`config.mk`:
```
export PLATFORM = sky130hd
export DESIGN_NAME = quoted_command_line_tokenizer_unit_flat
export DESIGN_NICKNAME = d
export VERILOG_FILES = /design/src/hw/rtl/qclt_pkg.sv /design/src/hw/rtl/qclt_if.sv /design/src/hw/rtl/qclt_step.sv /design/src/hw/rtl/quoted_command_line_tokenizer_unit.sv /design/src/flat_wrapper.sv
export SDC_FILE = /design/constraint.sdc
export NUM_CORES = 1
export LEC_CHECK = 0
export BUFFER_PORTS_ARGS = -buffer_cell sky130_fd_sc_hd__buf_4
export CORE_ASPECT_RATIO = 1.2
export CORE_MARGIN = 4
export CORE_UTILIZATION = 55
export CTS_BUF_LIST = sky130_fd_sc_hd__clkbuf_8 sky130_fd_sc_hd__clkbuf_16
export DETAILED_ROUTE_END_ITERATION = 8
export PLACE_DENSITY = 0.83
export SETUP_SLACK_MARGIN = 0.1
export SLEW_MARGIN = 0
export SYNTH_ARGS = -nofsm -noshare
export SYNTH_HDL_FRONTEND = slang
export SYNTH_SLANG_ARGS = --single-unit
```
`constraint.sdc`:
```
create_clock -name clock -period 4.3 [get_ports clock]
set_input_delay 0.215 -clock clock [delete_from_list [all_inputs] [get_ports clock]]
set_output_delay 0.215 -clock clock [all_outputs]
set_load 0.005 [all_outputs]
```
`src/hw/rtl/qclt_pkg.sv`:
```
`default_nettype none

package qclt_pkg;

   localparam int MaxTokensDefault = 32;

   localparam logic [7:0]  BYTE_NL    = 8'd10;
   localparam logic [7:0]  BYTE_SPACE = 8'd32;
   localparam logic [7:0]  BYTE_QUOTE = 8'd34;
   localparam logic [63:0] HASH_SEED  = 64'h1505;

   localparam logic [1:0] STATUS_OK       = 2'd0;
   localparam logic [1:0] STATUS_ODD_QUOTE = 2'd1;
   localparam logic [1:0] STATUS_OVERFLOW = 2'd2;

   typedef enum logic [2:0] {
      MODE_NORMAL  = 3'b001,
      MODE_SPACE   = 3'b010,
      MODE_PENDING = 3'b100
   } scan_mode_type;

   typedef struct packed {
      logic          in_quotes;
      scan_mode_type scan_mode;
      logic          at_line_start;
      logic          first_token_open;
      logic          quote_parity;
      logic          token_overflow;
   } scan_state_type;

   localparam scan_state_type SCAN_STATE_RESET = '{
      in_quotes:        1'b0,
      scan_mode:        MODE_NORMAL,
      at_line_start:    1'b1,
      first_token_open: 1'b1,
      quote_parity:     1'b0,
      token_overflow:   1'b0
   };

   typedef struct packed {
      logic [7:0]  out_byte;
      logic        token_start;
      logic [4:0]  token_number;
      logic        line_done;
      logic [1:0]  line_status;
      logic [5:0]  token_count;
      logic [63:0] command_hash;
   } rsp_word_type;

endpackage

`default_nettype wire

```
`src/hw/rtl/qclt_if.sv`:
```
`default_nettype none

interface qclt_req_if;
   logic       valid;
   logic       ready;
   logic [7:0] line_byte;

   modport source (output valid, output line_byte, input ready);
   modport sink   (input valid, input line_byte, output ready);
endinterface

interface qclt_rsp_if;
   logic        valid;
   logic        ready;
   logic [7:0]  out_byte;
   logic        token_start;
   logic [4:0]  token_number;
   logic        line_done;
   logic [1:0]  line_status;
   logic [5:0]  token_count;
   logic [63:0] command_hash;

   modport source (output valid, output out_byte, output token_start, output token_number,
                   output line_done, output line_status, output token_count,
                   output command_hash, input ready);
   modport sink   (input valid, input out_byte, input token_start, input token_number,
                   input line_done, input line_status, input token_count,
                   input command_hash, output ready);
endinterface

`default_nettype wire

```
`src/hw/rtl/qclt_step.sv`:
```
`default_nettype none

module qclt_step
   import qclt_pkg::*;
#(
   parameter int MAX_TOKENS = MaxTokensDefault,
   localparam int TokW = $clog2(MAX_TOKENS + 1)
) (
   input  wire logic [7:0]      line_byte,
   input  wire scan_state_type  state,
   input  wire logic [TokW-1:0] tokens_seen,
   input  wire logic [63:0]     running_hash,
   output scan_state_type       state_in,
   output logic [TokW-1:0]      tokens_seen_in,
   output logic [63:0]          running_hash_in,
   output rsp_word_type         rsp_word
);

   logic [TokW-1:0]   tokens_m1;
   logic [TokW+5:0]   tokens_ext;
   logic [TokW+5:0]   tokens_m1_ext;
   logic [TokW-1:0]   tokens_next;
   logic [7:0]        ob;
   logic              start;
   logic              is_quote;
   logic              is_space;

   assign is_quote = (line_byte == BYTE_QUOTE);
   assign is_space = (line_byte == BYTE_SPACE);

   assign tokens_m1     = tokens_seen - TokW'(1);
   assign tokens_ext    = {6'd0, tokens_seen};
   assign tokens_m1_ext = {6'd0, tokens_m1};

   always_comb begin
      state_in        = state;
      tokens_next     = tokens_seen;
      running_hash_in = running_hash;
      ob              = 8'd0;
      start           = 1'b0;
      rsp_word        = '0;

      if (line_byte == BYTE_NL) begin
         rsp_word.token_start  = state.at_line_start;
         rsp_word.token_number = tokens_m1_ext[4:0];
         rsp_word.line_done    = 1'b1;
         if (state.quote_parity) begin
            rsp_word.line_status = STATUS_ODD_QUOTE;
         end else if (state.token_overflow) begin
            rsp_word.line_status = STATUS_OVERFLOW;
         end else begin
            rsp_word.line_status = STATUS_OK;
         end
         rsp_word.token_count  = tokens_ext[5:0];
         rsp_word.command_hash = running_hash;
         // newline rearms the scanner for the next line
         state_in        = SCAN_STATE_RESET;
         tokens_next     = TokW'(1);
         running_hash_in = HASH_SEED;
      end else begin
         state_in.quote_parity = state.quote_parity ^ is_quote;

         if (!state.token_overflow) begin
            if (state.at_line_start) begin
               start                  = 1'b1;
               state_in.at_line_start = 1'b0;
            end
            unique case (state.scan_mode)
               MODE_SPACE: begin
                  if (is_space) begin
                     ob = 8'd0;
                  end else if (is_quote) begin
                     ob                 = 8'd0;
                     state_in.in_quotes = ~state.in_quotes;
                     state_in.scan_mode = MODE_PENDING;
                  end else begin
                     ob                 = line_byte;
                     start              = 1'b1;
                     tokens_next        = tokens_seen + TokW'(1);
                     state_in.scan_mode = MODE_NORMAL;
                  end
               end
               MODE_PENDING: begin
                  start       = 1'b1;
                  tokens_next = tokens_seen + TokW'(1);
                  if (is_quote) begin
                     ob                 = 8'd0;
                     state_in.in_quotes = ~state.in_quotes;
                  end else begin
                     ob = line_byte;
                  end
                  state_in.scan_mode = MODE_NORMAL;
               end
               default: begin
                  if (is_space && !state.in_quotes) begin
                     ob                 = 8'd0;
                     state_in.scan_mode = MODE_SPACE;
                  end else if (is_quote) begin
                     ob                 = 8'd0;
                     state_in.in_quotes = ~state.in_quotes;
                  end else begin
                     ob = line_byte;
                  end
               end
            endcase

            // hash token 0 up to its first zero byte
            if (state.first_token_open) begin
               if (ob == 8'd0) begin
                  state_in.first_token_open = 1'b0;
               end else begin
                  running_hash_in = (running_hash << 5) + running_hash + {56'd0, ob};
               end
            end

            if (tokens_next >= TokW'(MAX_TOKENS)) begin
               state_in.token_overflow = 1'b1;
            end
         end

         rsp_word.out_byte     = ob;
         rsp_word.token_start  = start;
         rsp_word.token_number = 5'((tokens_next - TokW'(1)) & TokW'({TokW{1'b1}}));
      end
      tokens_seen_in = tokens_next;
   end

endmodule

`default_nettype wire

```
`src/hw/rtl/quoted_command_line_tokenizer_unit.sv`:
```
// Quoted command-line tokenizer.
// Bytes of a command line arrive one word at a time on req_chan; every accepted
// byte gives exactly one word on rsp_chan: the rewritten byte (spaces outside
// quotes and quote marks become 0), a token-start flag and the token number.
// The newline byte (10) closes the line: its word carries line_done with the
// status (ok, odd quote count, token limit reached), the token count and the
// 64-bit djb2 hash of the first token, then the scanner rearms for a new line.
// Per-byte words are tentative until that status arrives.
// The result word of each accepted byte is registered in the output register.
// Throughput: one byte per cycle while rsp_chan takes each word; the scan state
// and the hash shift-add update sit in one combinational step between the state
// registers and the output register.
// When rsp_chan stalls, the output register holds its word and req_chan.ready
// drops until that word is taken; a word taken frees the slot in the same cycle.
// Reset (synchronous, active high) empties the output register and puts the
// scanner at the start of a line with the hash at its seed.
`default_nettype none

module quoted_command_line_tokenizer_unit
   import qclt_pkg::*;
#(
   parameter int MAX_TOKENS = MaxTokensDefault,
   localparam int TokW = $clog2(MAX_TOKENS + 1)
) (
   input wire logic   clock,
   input wire logic   reset,
   qclt_req_if.sink   req_chan,
   qclt_rsp_if.source rsp_chan
);

   scan_state_type  state_ff, state_in;
   logic [TokW-1:0] tokens_seen_ff, tokens_seen_in;
   logic [63:0]     running_hash_ff, running_hash_in;
   rsp_word_type    rsp_word_ff, rsp_word_in;
   logic            rsp_valid_ff;
   logic            req_fire;

   assign req_chan.ready = !rsp_valid_ff || rsp_chan.ready;
   assign req_fire       = req_chan.valid && req_chan.ready;

   qclt_step #(
      .MAX_TOKENS(MAX_TOKENS)
   ) u_step (
      .line_byte      (req_chan.line_byte),
      .state          (state_ff),
      .tokens_seen    (tokens_seen_ff),
      .running_hash   (running_hash_ff),
      .state_in       (state_in),
      .tokens_seen_in (tokens_seen_in),
      .running_hash_in(running_hash_in),
      .rsp_word       (rsp_word_in)
   );

   always_ff @(posedge clock) begin
      if (reset) begin
         state_ff        <= SCAN_STATE_RESET;
         tokens_seen_ff  <= TokW'(1);
         running_hash_ff <= HASH_SEED;
         rsp_valid_ff    <= 1'b0;
      end else begin
         if (req_fire) begin
            state_ff        <= state_in;
            tokens_seen_ff  <= tokens_seen_in;
            running_hash_ff <= running_hash_in;
            rsp_valid_ff    <= 1'b1;
         end else if (rsp_chan.ready) begin
            rsp_valid_ff <= 1'b0;
         end
      end
   end

   always_ff @(posedge clock) begin
      if (req_fire) begin
         rsp_word_ff <= rsp_word_in;
      end
   end

   assign rsp_chan.valid        = rsp_valid_ff;
   assign rsp_chan.out_byte     = rsp_word_ff.out_byte;
   assign rsp_chan.token_start  = rsp_word_ff.token_start;
   assign rsp_chan.token_number = rsp_word_ff.token_number;
   assign rsp_chan.line_done    = rsp_word_ff.line_done;
   assign rsp_chan.line_status  = rsp_word_ff.line_status;
   assign rsp_chan.token_count  = rsp_word_ff.token_count;
   assign rsp_chan.command_hash = rsp_word_ff.command_hash;

   a_newline_rearms : assert property (@(posedge clock) disable iff (reset)
      req_fire && req_chan.line_byte == BYTE_NL |=>
         tokens_seen_ff == TokW'(1) && running_hash_ff == HASH_SEED && state_ff.at_line_start)
      else $error("scanner not rearmed after newline");

   a_tokens_in_range : assert property (@(posedge clock) disable iff (reset)
      tokens_seen_ff != '0 && tokens_seen_ff <= TokW'(MAX_TOKENS))
      else $error("token counter out of range");

   a_overflow_at_limit : assert property (@(posedge clock) disable iff (reset)
      state_ff.token_overflow |-> tokens_seen_ff == TokW'(MAX_TOKENS))
      else $error("overflow flag without token limit");

   a_status_only_on_done : assert property (@(posedge clock) disable iff (reset)
      rsp_valid_ff && !rsp_word_ff.line_done |->
         rsp_word_ff.line_status == STATUS_OK && rsp_word_ff.token_count == 6'd0 &&
         rsp_word_ff.command_hash == 64'd0)
      else $error("status fields set on a non-newline word");

   a_accept_fills_output : assert property (@(posedge clock) disable iff (reset)
      req_fire |=> rsp_valid_ff)
      else $error("accepted byte produced no result word");

endmodule

`default_nettype wire
```
`src/flat_wrapper.sv`:
```
// flat-port wrapper written by rule: the top's interface ports become plain ports
module quoted_command_line_tokenizer_unit_flat import qclt_pkg::*;
#(
   parameter int MAX_TOKENS = MaxTokensDefault,
   localparam int TokW = $clog2(MAX_TOKENS + 1)
)
  (clock, reset, req_chan_valid, req_chan_line_byte, req_chan_ready, rsp_chan_valid, rsp_chan_out_byte, rsp_chan_token_start, rsp_chan_token_number, rsp_chan_line_done, rsp_chan_line_status, rsp_chan_token_count, rsp_chan_command_hash, rsp_chan_ready);
  qclt_req_if req_chan_i ();
  qclt_rsp_if rsp_chan_i ();
  input wire logic clock;
  input wire logic reset;
  input wire logic [$bits(req_chan_i.valid)-1:0] req_chan_valid;
  input wire logic [$bits(req_chan_i.line_byte)-1:0] req_chan_line_byte;
  output wire logic [$bits(req_chan_i.ready)-1:0] req_chan_ready;
  output wire logic [$bits(rsp_chan_i.valid)-1:0] rsp_chan_valid;
  output wire logic [$bits(rsp_chan_i.out_byte)-1:0] rsp_chan_out_byte;
  output wire logic [$bits(rsp_chan_i.token_start)-1:0] rsp_chan_token_start;
  output wire logic [$bits(rsp_chan_i.token_number)-1:0] rsp_chan_token_number;
  output wire logic [$bits(rsp_chan_i.line_done)-1:0] rsp_chan_line_done;
  output wire logic [$bits(rsp_chan_i.line_status)-1:0] rsp_chan_line_status;
  output wire logic [$bits(rsp_chan_i.token_count)-1:0] rsp_chan_token_count;
  output wire logic [$bits(rsp_chan_i.command_hash)-1:0] rsp_chan_command_hash;
  input wire logic [$bits(rsp_chan_i.ready)-1:0] rsp_chan_ready;
  assign req_chan_i.valid = req_chan_valid;
  assign req_chan_i.line_byte = req_chan_line_byte;
  assign req_chan_ready = req_chan_i.ready;
  assign rsp_chan_valid = rsp_chan_i.valid;
  assign rsp_chan_out_byte = rsp_chan_i.out_byte;
  assign rsp_chan_token_start = rsp_chan_i.token_start;
  assign rsp_chan_token_number = rsp_chan_i.token_number;
  assign rsp_chan_line_done = rsp_chan_i.line_done;
  assign rsp_chan_line_status = rsp_chan_i.line_status;
  assign rsp_chan_token_count = rsp_chan_i.token_count;
  assign rsp_chan_command_hash = rsp_chan_i.command_hash;
  assign rsp_chan_i.ready = rsp_chan_ready;
  quoted_command_line_tokenizer_unit #(.MAX_TOKENS(MAX_TOKENS)) u_core (.clock(clock), .reset(reset), .req_chan(req_chan_i), .rsp_chan(rsp_chan_i));
endmodule
```
Word level (Yosys, flattened, before mapping)

Index checks and enable logic that the tools add are counted.
Widths: inputs -> output; s select.

Add/subtract/negate cells: 5
$lt $le $gt $ge: 1
Eq/ne operators: 9
Mux-type cells: 41
Bitwise logic cells: 3
Reduce and logical (&&, ||, !) cells: 15

Operators by type and width:

| kind                | number |
|---|---|
| $mux 64             | 4 |
| $mux 73             | 1 |
| $add 64x64->64      | 1 |
| $add 64x8->64       | 1 |
| $mux 6              | 9 |
| $mux 8              | 6 |
| $eq 8x6->1 const B  | 2 |
| $pmux 8 s2          | 1 |
| $mux 1              | 12 |
| $pmux 6 s2          | 1 |
| $reduce_and 4->1    | 3 |
| $sub 5x1->5 const B | 2 |
| $eq 8x4->1 const B  | 1 |
| $logic_not 8->1     | 1 |
| $pmux 4 s2          | 1 |
| $add 6x1->6 const B | 1 |
| $ge 6x6->1 const B  | 1 |
| $mux 3              | 2 |
| $mux 2              | 2 |
| $mux 4              | 1 |
| $ne 2x2->1 const B  | 2 |
| $ne 4x2->1 const B  | 1 |
| $reduce_bool 2->1   | 2 |
| $reduce_bool 4->1   | 1 |
| other kinds (11)    | 15 |

Register bits after elaboration: 166
Input port bits: 12
Output and inout port bits: 89
Logic and storage cells: 91

Longest topological paths before layout

Gate-level depths: netlist (run 1).

Word-level depth: 11
Gate-level depth with buffers: 17
Depth with buffers taken out: 17

Modules after synthesis

From an unflattened synthesis (run 1), not the netlist that was laid out.

Cells, all modules: 1447
Area, all modules: 12470.7 um^2

Modules (own cells, without submodules):

| module                             | times used | cells an instance | area each (um^2) | sequential area each (um^2) |
|---|---|---|---|---|
| qclt_step                          | 1          | 1000              | 6473.7           | 0.0 |
| quoted_command_line_tokenizer_unit | 1          | 447               | 5997.0           | 4194.0 |

Worst setup path before layout (run 1)

OpenSTA, ideal clock, no wires.

Path kind: input to register
Start point: input req_chan_line_byte[0]
End point: register u_core.running_hash_ff[61]
Setup time: 0.117 ns
Arrival: 4.168 ns
Required time: 4.183 ns
Path slack: 0.015 ns
Cell stages on the path: 17
Buffers on the path: 0
Cell sequence: or4_1 > or4_1 > and2_1 > ha_1 > ha_1 > inv_1 > fa_1 > nand2b_1 > a21oi_1 > or2_1 > a21o_1 > a31oi_4 > a21oi_2 > o211ai_2 > a2111oi_0 > o21ai_0 > a32o_1

Word-level cells in the longest chain between the ends: 11
Elaborated cells between the ends (all ways): 20
Those cells by class: 1 x add/sub; 5 x eq/ne; 10 x mux; 4 x reduce/logical

Ends and longest elaborated chain:

| what                                               | RTL line                                 | text |
|---|---|---|
| start, declared                                    | flat_wrapper.sv:13                       | `input wire logic [$bits(req_chan_i.line_byte)-1:0] req_chan_line_byte;` |
| $eq 8x6->1, on equally long branches               | qclt_step.sv:28, qclt_step.sv:29         |  |
| $mux 8 / $logic_and 1x1->1 (equally long branches) | --                                       |  |
| $mux 8, on equally long branches                   | qclt_step.sv:95, qclt_step.sv:70         |  |
| $pmux 8 s2                                         | qclt_step.sv:68                          | `unique case (state.scan_mode)` |
| $mux 8                                             | qclt_step.sv:63                          | `if (!state.token_overflow) begin` |
| $mux 8                                             | qclt_step.sv:43                          | `if (line_byte == BYTE_NL) begin` |
| $add 64x8->64                                      | qclt_step.sv:112                         | `running_hash_in = (running_hash << 5) + running_hash + {56'd0, ob};` |
| $mux 64                                            | qclt_step.sv:109                         | `if (ob == 8'd0) begin` |
| $mux 64                                            | qclt_step.sv:108                         | `if (state.first_token_open) begin` |
| $mux 64                                            | qclt_step.sv:63                          |  |
| $mux 64                                            | qclt_step.sv:43                          |  |
| end signal, assigned                               | quoted_command_line_tokenizer_unit.sv:64 | `running_hash_ff <= running_hash_in;` |
| end, declared                                      | quoted_command_line_tokenizer_unit.sv:33 | `logic [63:0] running_hash_ff, running_hash_in;` |

Several ways; a longest one is shown, not always the timed one. The select of a mux whose other input is x is not followed.
A chain may end at the register's enable or synchronous reset.

Worst setup path after layout (run 1)

Start point: register u_core.state_ff[4] in the netlist's numbering
End point: register u_core.running_hash_ff[56]

Word-level cells in the longest chain between the ends: 9
Elaborated cells between the ends (all ways): 13
Those cells by class: 1 x add/sub; 3 x eq/ne; 7 x mux; 2 x reduce/logical

Ends and longest elaborated chain:

| what                                            | RTL line                                 | text |
|---|---|---|
| start, declared                                 | quoted_command_line_tokenizer_unit.sv:31 | `scan_state_type state_ff, state_in;` |
| start signal, assigned                          | quoted_command_line_tokenizer_unit.sv:62 | `state_ff <= state_in;` |
| $eq 3x3->1 / $eq 3x2->1 (equally long branches) | qclt_step.sv:68                          |  |
| $pmux 8 s2 (*)                                  | qclt_step.sv:68                          |  |
| $mux 8 (*)                                      | qclt_step.sv:63                          |  |
| $mux 8 (*)                                      | qclt_step.sv:43                          |  |
| $add 64x8->64                                   | qclt_step.sv:112                         |  |
| $mux 64                                         | qclt_step.sv:109                         |  |
| $mux 64                                         | qclt_step.sv:108                         |  |
| $mux 64                                         | qclt_step.sv:63                          |  |
| $mux 64                                         | qclt_step.sv:43                          |  |

Every way passes the cells marked *; elsewhere a longest branch is shown, timed or not. The select of a mux whose other input is x is not followed.

==> results of run 1 <==
path summary, 6_finish.rpt:
path                                 to  slack, ns  cells past startpoint
max          u_core.running_hash_ff[56]       0.27                     17
min               u_core.rsp_chan.valid       0.03                      3
max reg2reg  u_core.running_hash_ff[56]       0.27                     17
min reg2reg          u_core.state_ff[2]       0.45                      2
critical path: cells and delay by family (launching register included):
kind                       cells  cell delay (ns)
AOI/OAI and AO/OA             10             1.97
and+or+nand+nor                5             0.86
adders and majority gates      2             0.78
DFF                            1             0.36
final cells by class:
| cell class | instances | area, µm² |
|---|---|---|
| timing repair buffer | 123 | 936 |
| multi-input combinational | 861 | 6010 |
| fill | 1566 | 6700 |
| clock buffer | 17 | 425 |
| tap | 256 | 320 |
| inverter | 36 | 136 |
| sequential | 166 | 4190 |
| clock inverter | 15 | 130 |
cell usage in the layout, fill, tap and decap left out, types with 10 or more instances in the layout:
cell / netlist / final
nand2b_1: 10 / 10
nand4_1: 26 / 26
edfxtp_1: 87 / 87
xor2_1: 33 / 33
o21ai_1: 47 / 47
nand2_1: 118 / 118
o21ai_0: 60 / 60
dfxtp_1: 79 / 79
o21bai_1: 16 / 16
inv_1: 34 / 36
a21oi_1: 96 / 94
xnor2_1: 28 / 28
nor2_1: 66 / 66
a21o_1: 28 / 28
clkbuf_16: 0 / 17
and2_1: 69 / 69
nor3_1: 16 / 16
ha_1: 124 / 123
nor2b_1: 10 / 10
buf_4: 4 / 122
kinds of logic after synthesis:
family          Yosys count  synth area share (%)
flops                   166                  39.8
simple gates            352                  16.5
xor+xnor                 62                  5.23
mux                       2                 0.190
buf+inv                  89                  3.80
compound gates          317                  19.0
fa+ha+maj               128                  15.5
report_power, final:
part | leakage, nW | internal, mW | switching, mW
Clock | 0.274 | 0.799 | 0.663
Sequential | 1.52 | 1.78 | 0.104
Combinational | 3.62 | 0.560 | 0.860
stage by stage:
stage	cell area, µm²	TNS (ns)	setup slack [ns]	hold WS [ns]
2_1_floorplan	10500	0	0.110	0.344
3_3_place_gp	11500	0	0.0120	0.433
3_5_place_dp	11500	-0.167	-0.124	0.438
4_1_cts	12100	0	0.223	0.0234
5_1_grt	12200	0	0.0953	0.0344
6_report	12200	0	0.267	0.0335
metal layers:
layer  vias up  wire length [µm]
met4         0               838
met2       264             13200
met3        63              1140
met1      4144             10800
li1       4218                 -
met5         -                 0
what timing repair did:
item                       4_1_cts  5_1_grt
hold buffers                     0        0
setup endpoints to repair        0       11
buffers inserted                 0        1
resized for setup                0        5
hold endpoints to repair         0        0
sequential cells by signal, indices dropped and copies added, names as in the netlist:
name	flops
u_core.rsp_chan.command_hash	64
u_core.running_hash_ff	64
u_core.rsp_chan.out_byte	8
u_core.state_ff	8
u_core.rsp_chan.token_count	6
u_core.tokens_seen_ff	6
u_core.rsp_chan.token_number	5
u_core.rsp_chan.line_status	2
u_core.rsp_chan.line_done	1
u_core.rsp_chan.token_start	1
u_core.rsp_chan.valid	1
==> results.md, run 1 <==
- Fin util: 64.5%
- CTS tree: done
- Final Cycle Share: 93.8%
- Cell breakdown of the critical path: nand2b_1, a21o_1, a21oi_2, nor2_1, nor2_1, fa_1, ha_4, a21o_1, a31o_1, o211ai_2, a21oi_2, o21ai_2, a2111oi_4, o22ai_2, o31a_1, or4_1, nand3_1
- RePlAce Congestion: 0.961
- Commonest cells in the netlist: ha_1, nand2_1, a21oi_1
- GR Util met1: 29.1%
- Synth top area share: 24.8%
- Io pins: 101
- Max-cap violations: 0
- Number of distinct library cells after synthesis: 73
- Met2 Use GR: 43.4%
- Worst slew margin: 32.6%
- Die Width: 134 µm
- GR Overflow Total: 0
- Initial antenna violation count: 0
- Row count: 55
- Post-synthesis sequential area ratio: 39.8%
- Post-Synthesis Cells: 1116
- DR pass1 iterations: 7
- Drt wl/cell: 17.7 µm
- Vias: 8689
- First-pass GRT wire length: 42.8 mm
- Vias/cell: 5.89
- Power density over the cells: 392 mW/mm²
- Most common cell in the synthesized netlist: ha_1
- Outcome: complete, no violations
- Clk_skew: 0.0121 ns
- Largest net degree at the start of global routing: 83
- GR peak layer: met2
- RSZ-0062 raised after global routing: false
- Setup crit end kind: flip-flop
- Slowest-stage cell, CP: fa_1
- N_diodes: 0
- Clock latency on the worst-skew pair: 0.44 ns
- CTS max path bufs: 2
- GRT Total Usage: 24.4%
- Synthesis-to-layout area growth: 15.4%
- FF+latch count, synth: 166
- Final Max Slew Viols: 0
- Largest stage delay on the critical path: 0.48 ns
- Final Power: 4.77 mW
- Worst VDD drop: 0.296 mV
- Initial Util: 55.8%
- Leading area contributor after synthesis: edfxtp_1
- Nets: 1345
- Die area: 0.0214 mm²
- Yosys synthesis warning count: 0
- Core Region: 0.0189 mm²
- Mean Syn Cell Area: 9.44 µm²
- Crit Path Max Fanout: 6
- Clk pin slew, worst setup/hold paths: 0.06 ns
- Share of cells above drive strength 1: 14.8%
- Final wirelength: 26.1 mm
- Final setup fails: 0
- Residual DRC: 0
- Count of input and output buffers: 100
- Finished Layout Cells: 1474
- Startpoint Class: flip-flop
- Max Fclk: 248 MHz
- H-tree depth: 4
- Worst Setup SP: u_core.state_ff[4]
- Synth area leaders: edfxtp_1, dfxtp_1, ha_1
- Hold Violations, Final: 0
- Async set-reset flop share out of synthesis: 0%
- Crit path time final: 4.03 ns
- Mapped cell area: 0.0105 mm²
- Worst-Margin Slew: 1.01 ns
- Vias in the first global route: 8721
- CP Data Arrival Time: 4.40 ns
- Clk sink count: 166
- Top FF cell, synth: edfxtp_1
- DP Wirelength: 19.2 mm
- Dpl cells: 1441
- Worst EP required: 4.67 ns
- Die Ht: 160 µm
- Root buffer cell: clkbuf_16
- HP Start: req_chan_valid
- DRT iter0 DRCs: 544
- R2r startpoint: u_core.state_ff[4]
- Routed Antenna Nets: 0
- Critical path class: flip-flop to flip-flop
- Post-synth EDFFs: 87
- CTS Buf Count: 17
- Met3 Use GR: 4.01%
- Synthesized net count: 1256
- Leakage power: 5.41 nW
- Hold WC Path Type: input port to flip-flop
(Power assumes the default switching activity.)
==> run 2, diff against run 1 <==
--- a/config.mk
+++ b/config.mk
@@ -12,6 +12,7 @@
 export CTS_BUF_LIST = sky130_fd_sc_hd__clkbuf_8 sky130_fd_sc_hd__clkbuf_16
 export DETAILED_ROUTE_END_ITERATION = 8
 export PLACE_DENSITY = 0.83
+export RECOVER_POWER = 100
 export SETUP_SLACK_MARGIN = 0.1
 export SLEW_MARGIN = 0
 export SYNTH_ARGS = -nofsm -noshare
==> run 2 against run 1 <==
The run now ends with capacitance limit, slew limit left. Non-clock buffer count is the same. Via count grew 0.38%. Total power shrank 0.38%. Combinational power is essentially flat. Sequential power is essentially flat. Core utilization shrank 0.42 points. Count of clock-buffer cells in the layout is the same. Global-route usage is the same. Worst setup slack lost 0.036 ns. Clock power is essentially flat. First-iteration DRC count grew 9.6%. Critical path type unchanged. Critical endpoint unchanged. Largest cell class unchanged.
==> results.md, run 2 (synthesized netlist as in run 1, its figures left out) <==
- Largest net degree at the start of global routing: 83 (unchanged)
- Finished Layout Cells: 1474 (unchanged)
- Largest stage delay on the critical path: 0.48 ns (about the same)
- Leakage power: 5.28 nW (-2.5%)
- CTS Buf Count: 17 (unchanged)
- N_diodes: 0 (unchanged)
- Clk pin slew, worst setup/hold paths: 0.07 ns (about the same)
- Worst slew margin: -32.4% (-65 points)
- Final wirelength: 26.1 mm (+0.13%)
- Worst EP required: 4.68 ns (about the same)
- Worst path buffer plus inverter count: 0 (unchanged)
- Outcome: complete, but fails checks
- Die Ht: 160 µm (unchanged)
- GRT Total Usage: 24.4% (unchanged)
- Crit path time final: 4.07 ns (+0.0363 ns)
- Vias: 8722 (+0.38%)
- Commonest non-fill, non-tap cell in the layout: ha_1
- Dpl cells: 1441 (unchanged)
- R2r startpoint: u_core.state_ff[4]
- Most frequent cells in the layout: ha_1, nand2_1, a21oi_1, edfxtp_1, clkbuf_4
- Final hold slack: 0.0278 ns (-0.00566 ns)
- Setup tns final: 0 ns (unchanged)
- DR pass1 iterations: 5 (-2)
- Drt wl/cell: 17.7 µm (+0.13%)
- Filler cells: 1588 (+1.4%)
- Hold-critical path depth: 3 (unchanged)
- Io pins: 101 (unchanged)
- Crit Path Max Fanout: 6 (unchanged)
- Met2 Use GR: 43.4% (unchanged)
- Core Region: 0.0189 mm² (unchanged)
- Max Fclk: 246 MHz (-0.89%)
- Met3 Use GR: 4.01% (unchanged)
- Worst VDD drop: 0.292 mV (-1.3%)
- Root buffer cell: clkbuf_16
- Vias in the first global route: 8721 (unchanged)
- DRT iter0 DRCs: 596 (+9.6%)
- Hold EP: u_core.rsp_chan.valid
- Power density over the cells: 393 mW/mm² (+0.28%)
- Max-cap violations: 1 (+1)
- Die Width: 134 µm (unchanged)
- Die area: 0.0214 mm² (unchanged)
- Routed Antenna Nets: 0 (unchanged)
- Worst setup margin: 0.231 ns (-0.0363 ns)
- Residual DRC: 0 (unchanged)
- CTS tree: done
- Share of cells above drive strength 1: 13.4% (-1.4 points)
- H-tree depth: 4 (unchanged)
- Place WS: -0.124 ns (unchanged)
- Count of input and output buffers: 100 (unchanged)
- Setup crit end kind: flip-flop
- Worst-Margin Slew: 1.99 ns (+0.975 ns)
- Vias/cell: 5.92 (+0.38%)
- Register area: 0.00419 mm² (unchanged)
- GR Overflow Total: 0 (unchanged)
- CTS max path bufs: 2 (unchanged)
- Final Max Slew Viols: 83 (+83)
- RePlAce Congestion: 0.961 (unchanged)
- Critical path's top delay family: compound AO/OA/AOI/OAI gates
- Flop2flop setup slack: 0.23 ns (-0.04 ns)
- Hold Violations, Final: 0 (unchanged)
- Row count: 55 (unchanged)
- Startpoint Class: flip-flop
- First-pass GRT wire length: 42.8 mm (unchanged)
- Critical path class: flip-flop to flip-flop
- Worst reg2reg path endpoint: u_core.running_hash_ff[56]
- CP Data Arrival Time: 4.44 ns (+0.04 ns)
- Nets: 1345 (unchanged)
- Area of the multi-input gates: 0.00599 mm² (-0.33%)
- Synthesis-to-layout area growth: 14.7%
- DP Wirelength: 19.2 mm (unchanged)
- Initial antenna violation count: 0 (unchanged)
- Clock latency on the worst-skew pair: 0.44 ns (about the same)
- Clk sink count: 166 (unchanged)
- Final Cycle Share: 94.6% (+0.84 points)
- RSZ-0062 raised after global routing: false
- Final setup fails: 0 (unchanged)
- Cell breakdown of the critical path: nand2b_1, a21o_1, a21oi_2, nor2_1, nor2_1, fa_1, ha_4, a21o_1, a31o_1, o211ai_1, a21oi_2, o21ai_2, a2111oi_4, o22ai_2, o31a_1, or4_1, nand3_1
- R2R cell count: 17 (unchanged)
- Hold WC Path Type: input port to flip-flop
- HP Start: req_chan_valid
- Clk_skew: 0.0110 ns (-0.00114 ns)
- Failing checks: capacitance limit, slew limit
- GR peak layer: met2
- CTS Hold Bufs: 0 (unchanged)
- Final Power: 4.75 mW (-0.38%)
- Initial Util: 55.8% (unchanged)
- Slowest-stage cell, CP: fa_1
- GR Util met1: 29.1% (unchanged)
-- run 2: changes by cell type in the layout (fill, tap and decap cells not counted), sizes merged --
cell | previous run | this run
clkbuf | 17 | 116
inv | 41 | 40
clkinvlp | 3 | 4
buf | 123 | 24
-- run 2: what timing repair did --
| item | CTS | global route |
|---|---|---|
| setup buffers | 0 | 1 |
| resized for setup | 0 | 5 |
| setup endpoints to repair | 0 | 11 |
-- run 2: area by class of cell --
cell class | count | share of cell area [%]
clock buffers | 17 | 3.52
clock inverters | 15 | 1.08
inverters | 36 | 1.13
multi-input cells | 861 | 49.6
flip-flops and latches | 166 | 34.7
well taps | 256 | 2.65
repair buffers | 123 | 7.25
-- run 2: through the flow --
| step | instance area (µm²) | util, % |
|---|---|---|
| floorplan | 10500 | - |
| global placement | 11500 | 61.2 |
| detailed placement | 11500 | 61.2 |
| CTS | 12100 | 64.2 |
| global route | 12100 | 64.0 |
| finish | 12100 | 64.0 |
-- run 2: worst max-delay path by stage --
stage,startpoint,endpoint,slack (ns),cells after the start
6_report,u_core.state_ff[4],u_core.running_hash_ff[56],0.23,17
5_1_grt,u_core.state_ff[4],u_core.running_hash_ff[62],0.06,18
4_1_cts,u_core.state_ff[4],u_core.running_hash_ff[56],0.22,17
3_5_place_dp,req_chan_line_byte[0],u_core.running_hash_ff[61],-0.12,18
3_3_place_gp,req_chan_line_byte[0],u_core.running_hash_ff[61],0.01,18
2_1_floorplan,req_chan_line_byte[0],u_core.running_hash_ff[61],0.11,17
-- run 2: worst register-to-register path, stage by stage (launching register included) --
cell and delay (ns):
dfxtp_1 0.36, nand2b_1 0.17, a21o_1 0.19, a21oi_2 0.15
nor2_1 0.07, nor2_1 0.14, fa_1 0.48, ha_4 0.30
a21o_1 0.13, a31o_1 0.16, o211ai_1 0.15, a21oi_2 0.23
o21ai_2 0.10, a2111oi_4 0.44, o22ai_2 0.18, o31a_1 0.28
or4_1 0.41, nand3_1 0.08
-- run 2: where the power goes --
part | switching [mW] | internal [mW]
Combinational | 0.847 | 0.548
Clock | 0.668 | 0.799
Sequential | 0.105 | 1.78
-- run 2: metal layers --
| layer | part of all wire (%) | up-vias | wire length, µm |
|---|---|---|---|
| met5 | 0 | - | 0 |
| met4 | 3.3 | 0 | 851 |
| met3 | 4.6 | 70 | 1190 |
| met2 | 51 | 288 | 13200 |
| met1 | 42 | 4145 | 10900 |
| li1 | - | 4219 | - |
==> run 3, diff against run 2 <==
--- a/config.mk
+++ b/config.mk
@@ -5,13 +5,14 @@
 export SDC_FILE = /design/constraint.sdc
 export NUM_CORES = 1
 export LEC_CHECK = 0
+export ABC_AREA = 1
 export BUFFER_PORTS_ARGS = -buffer_cell sky130_fd_sc_hd__buf_4
 export CORE_ASPECT_RATIO = 1.2
 export CORE_MARGIN = 4
 export CORE_UTILIZATION = 55
 export CTS_BUF_LIST = sky130_fd_sc_hd__clkbuf_8 sky130_fd_sc_hd__clkbuf_16
 export DETAILED_ROUTE_END_ITERATION = 8
-export PLACE_DENSITY = 0.83
+export PLACE_DENSITY = 0.82
 export RECOVER_POWER = 100
 export SETUP_SLACK_MARGIN = 0.1
 export SLEW_MARGIN = 0
==> run 3 against run 2 <==
The flow still finishes with violations (capacitance limit, slew limit). Die area grew 23%. First-iteration DRC count grew 65%. Synthesized cell count grew 81%. Critical path depth fell by 4. Via count grew 48%. Combinational power is 12% higher. Cell area rose by 21%. Register-to-register slack better by 0.34 ns. Worst hold slack improved by 0.025 ns. Total power grew 5.8%.
==> results.md, run 3 <==
- DP Wirelength: 32.7 mm (+70%)
- Most frequent cells in the layout: nand2_1, inv_1, nor2_1, ha_1, nand3_1
- Die area: 0.0263 mm² (+23%)
- Crit path time final: 3.74 ns (-0.327 ns)
- Setup tns final: 0 ns (unchanged)
- N_diodes: 0 (unchanged)
- Post_cts resized: 0 (unchanged)
- Drt wl/cell: 17.0 µm (-3.7%)
- Row count: 61 (+11%)
- Residual DRC: 0 (unchanged)
- Core Region: 0.0233 mm² (+23%)
- Die Ht: 177 µm (+11%)
- GR Overflow Total: 0 (unchanged)
- Fin util: 62.5% (-1.5 points)
- Outcome: complete, but fails checks
- Internal: 3.10 mW (-0.98%)
- Post-synthesis sequential area ratio: 32.0% (-7.8 points)
- RSZ-0062 raised after global routing: false
- Worst-Margin Slew: 1.88 ns (-0.103 ns)
- Share of cells above drive strength 1: 7.54% (-5.8 points)
- Mapped cell area: 0.0131 mm² (+24%)
- Clk_skew: 0.0176 ns (+0.00666 ns)
- DRT iter0 DRCs: 985 (+65%)
- Vias in the first global route: 12500 (+43%)
- Root buffer cell: clkbuf_16
- CP Data Arrival Time: 4.05 ns (-0.39 ns)
- Nets: 2250 (+67%)
- Max-cap violations: 3 (+2)
- Worst slew margin: -25.5% (+6.9 points)
- Max Fclk: 267 MHz (+8.8%)
- Post-Synthesis Cells: 2020 (+81%)
- Number of distinct library cells after synthesis: 39 (-47%)
- First-pass GRT wire length: 65.2 mm (+53%)
- Post-synth EDFFs: 87 (unchanged)
- CTS max path bufs: 2 (unchanged)
- Vias: 12900 (+48%)
- Top FF cell, synth: edfxtp_1
- Leading area contributor after synthesis: edfxtp_1
- FF+latch count, synth: 166 (unchanged)
- Vias/cell: 5.30 (-10%)
- Count of input and output buffers: 100 (unchanged)
- GRT Total Usage: 31.8% (+7.4 points)
- Mean Syn Cell Area: 6.48 µm² (-31%)
- Final wirelength: 41.6 mm (+59%)
- Worst EP required: 4.61 ns (-0.07 ns)
- Clock latency on the worst-skew pair: 0.45 ns (about the same)
- CTS tree: done
- Largest net degree at the start of global routing: 86 (+3.6%)
- Sequential power share: 37.1% (-2.6 points)
- Leakage power: 7.86 nW (+49%)
- Commonest non-fill, non-tap cell in the layout: nand2_1
- Clock power frac: 32.0% (+1.1 points)
- Synth top area share: 20.0% (-4.9 points)
- Filler cells: 2262 (+42%)
- Final setup fails: 0 (unchanged)
- Critical path class: input port to flip-flop
- Final hold slack: 0.0527 ns (+0.0249 ns)
- Async set-reset flop share out of synthesis: 0% (unchanged)
- Startpoint Class: input port
- Most common cell in the synthesized netlist: nand2_1
- Initial antenna violation count: 0 (unchanged)
- Hold Violations, Final: 0 (unchanged)
- Clk pin slew, worst setup/hold paths: 0.08 ns (about the same)
- CTS Buf Count: 17 (unchanged)
- CTS Hold Bufs: 0 (unchanged)
- Failing checks: capacitance limit, slew limit
- H-tree depth: 4 (unchanged)
- Switching share of power: 38.3% (+4.2 points)
- Final Cycle Share: 87.0% (-7.6 points)
- Routed Antenna Nets: 0 (unchanged)
- Final Max Slew Viols: 147 (+77%)
- Postcts setup bufs: 0 (unchanged)
- Power density over the cells: 345 mW/mm² (-12%)
- Worst VDD drop: 0.266 mV (-9.1%)
- Comb pwr share: 30.9% (+1.5 points)
- RePlAce Congestion: 1.01 (+5.2%)
- Setup crit end kind: flip-flop
- Yosys synthesis warning count: 0 (unchanged)
- Die Width: 149 µm (+11%)
- Io pins: 101 (unchanged)
- Net Sw Power: 1.93 mW (+19%)
- Synthesized net count: 2160 (+72%)
- Flop2flop setup slack: 0.57 ns (+0.34 ns)
- Commonest cells in the netlist: nand2_1, inv_1, nor2_1
- Initial Util: 56.2% (+0.38 points)
- DR pass1 iterations: 6 (+1)
- Synth area leaders: edfxtp_1, nand2_1, dfxtp_1
- Crit Path Max Fanout: 34 (+28)
- Synthesis-to-layout area growth: 11.2%
- Clk sink count: 166 (unchanged)
- Hold WC Path Type: input port to flip-flop
-- run 3: cells by family (layout without fill, tap and decap cells) --
group,Yosys count,count (layout),synth area share [%]
simple gates,1109,1109,35.5
buf+inv,463,566,13.7
flops,166,166,32.0
compound gates,149,149,6.01
fa+ha+maj,128,128,12.5
xor+xnor,5,5,0.335
-- run 3: cell type report --
cell class | count | area (µm²) | area share [%]
multi-input cells | 1391 | 7050 | 48.4
flip-flops and latches | 166 | 4190 | 28.8
inverters | 430 | 1620 | 11.1
repair buffers | 104 | 698 | 4.80
clock buffers | 17 | 425 | 2.92
well taps | 315 | 394 | 2.71
clock inverters | 15 | 178 | 1.22
-- run 3: worst max-delay path, cell delays in order --
cell and delay (ns):
clkbuf_4 0.12, nor2_1 0.23, clkinv_1 0.14, nor2_1 0.27
clkinv_1 0.11, nor2_1 0.39, nor2_1 0.19, nor2_4 0.20
nand3_1 0.17, nand2_1 1.18, inv_4 0.55, nand2_1 0.17
o21ai_0 0.10
-- run 3: power groups by stage --
stage	Clock, mW	Sequential [mW]	Combinational (mW)
floorplan	0	1.87	1.08
global placement	0	1.89	1.50
detailed placement	0	1.90	1.54
CTS	1.61	1.86	1.55
global route	1.69	1.87	1.76
finish	1.61	1.86	1.55
-- run 3: routing by layer --
layer,track usage (%),up-vias,part of all wire (%)
met5,0,-,0
li1,-,6440,-
met3,4.69,107,6.3
met1,38.2,5912,40
met4,14.1,0,4.6
met2,56.4,472,49
-- run 3: final timing paths --
path,cells after the start,end,startpoint
worst max-delay path,13,u_core.running_hash_ff[34],req_chan_line_byte[6]
worst min-delay path,2,u_core.tokens_seen_ff[2],reset
worst min register to register,2,u_core.tokens_seen_ff[5],u_core.tokens_seen_ff[5]
worst max register to register,21,u_core.running_hash_ff[19],u_core.state_ff[5]
-- run 3: metrics by stage --
stage	setup slack, ns	cells	power, mW	area, µm²
6_report	0.558	2438	5.03	14600
4_1_cts	0.847	2438	5.03	14700
5_1_grt	0.264	2438	5.32	14600
2_1_floorplan	0.560	2020	2.95	13100
3_5_place_dp	0.817	2406	3.44	14100
3_3_place_gp	0.893	2406	3.39	14100
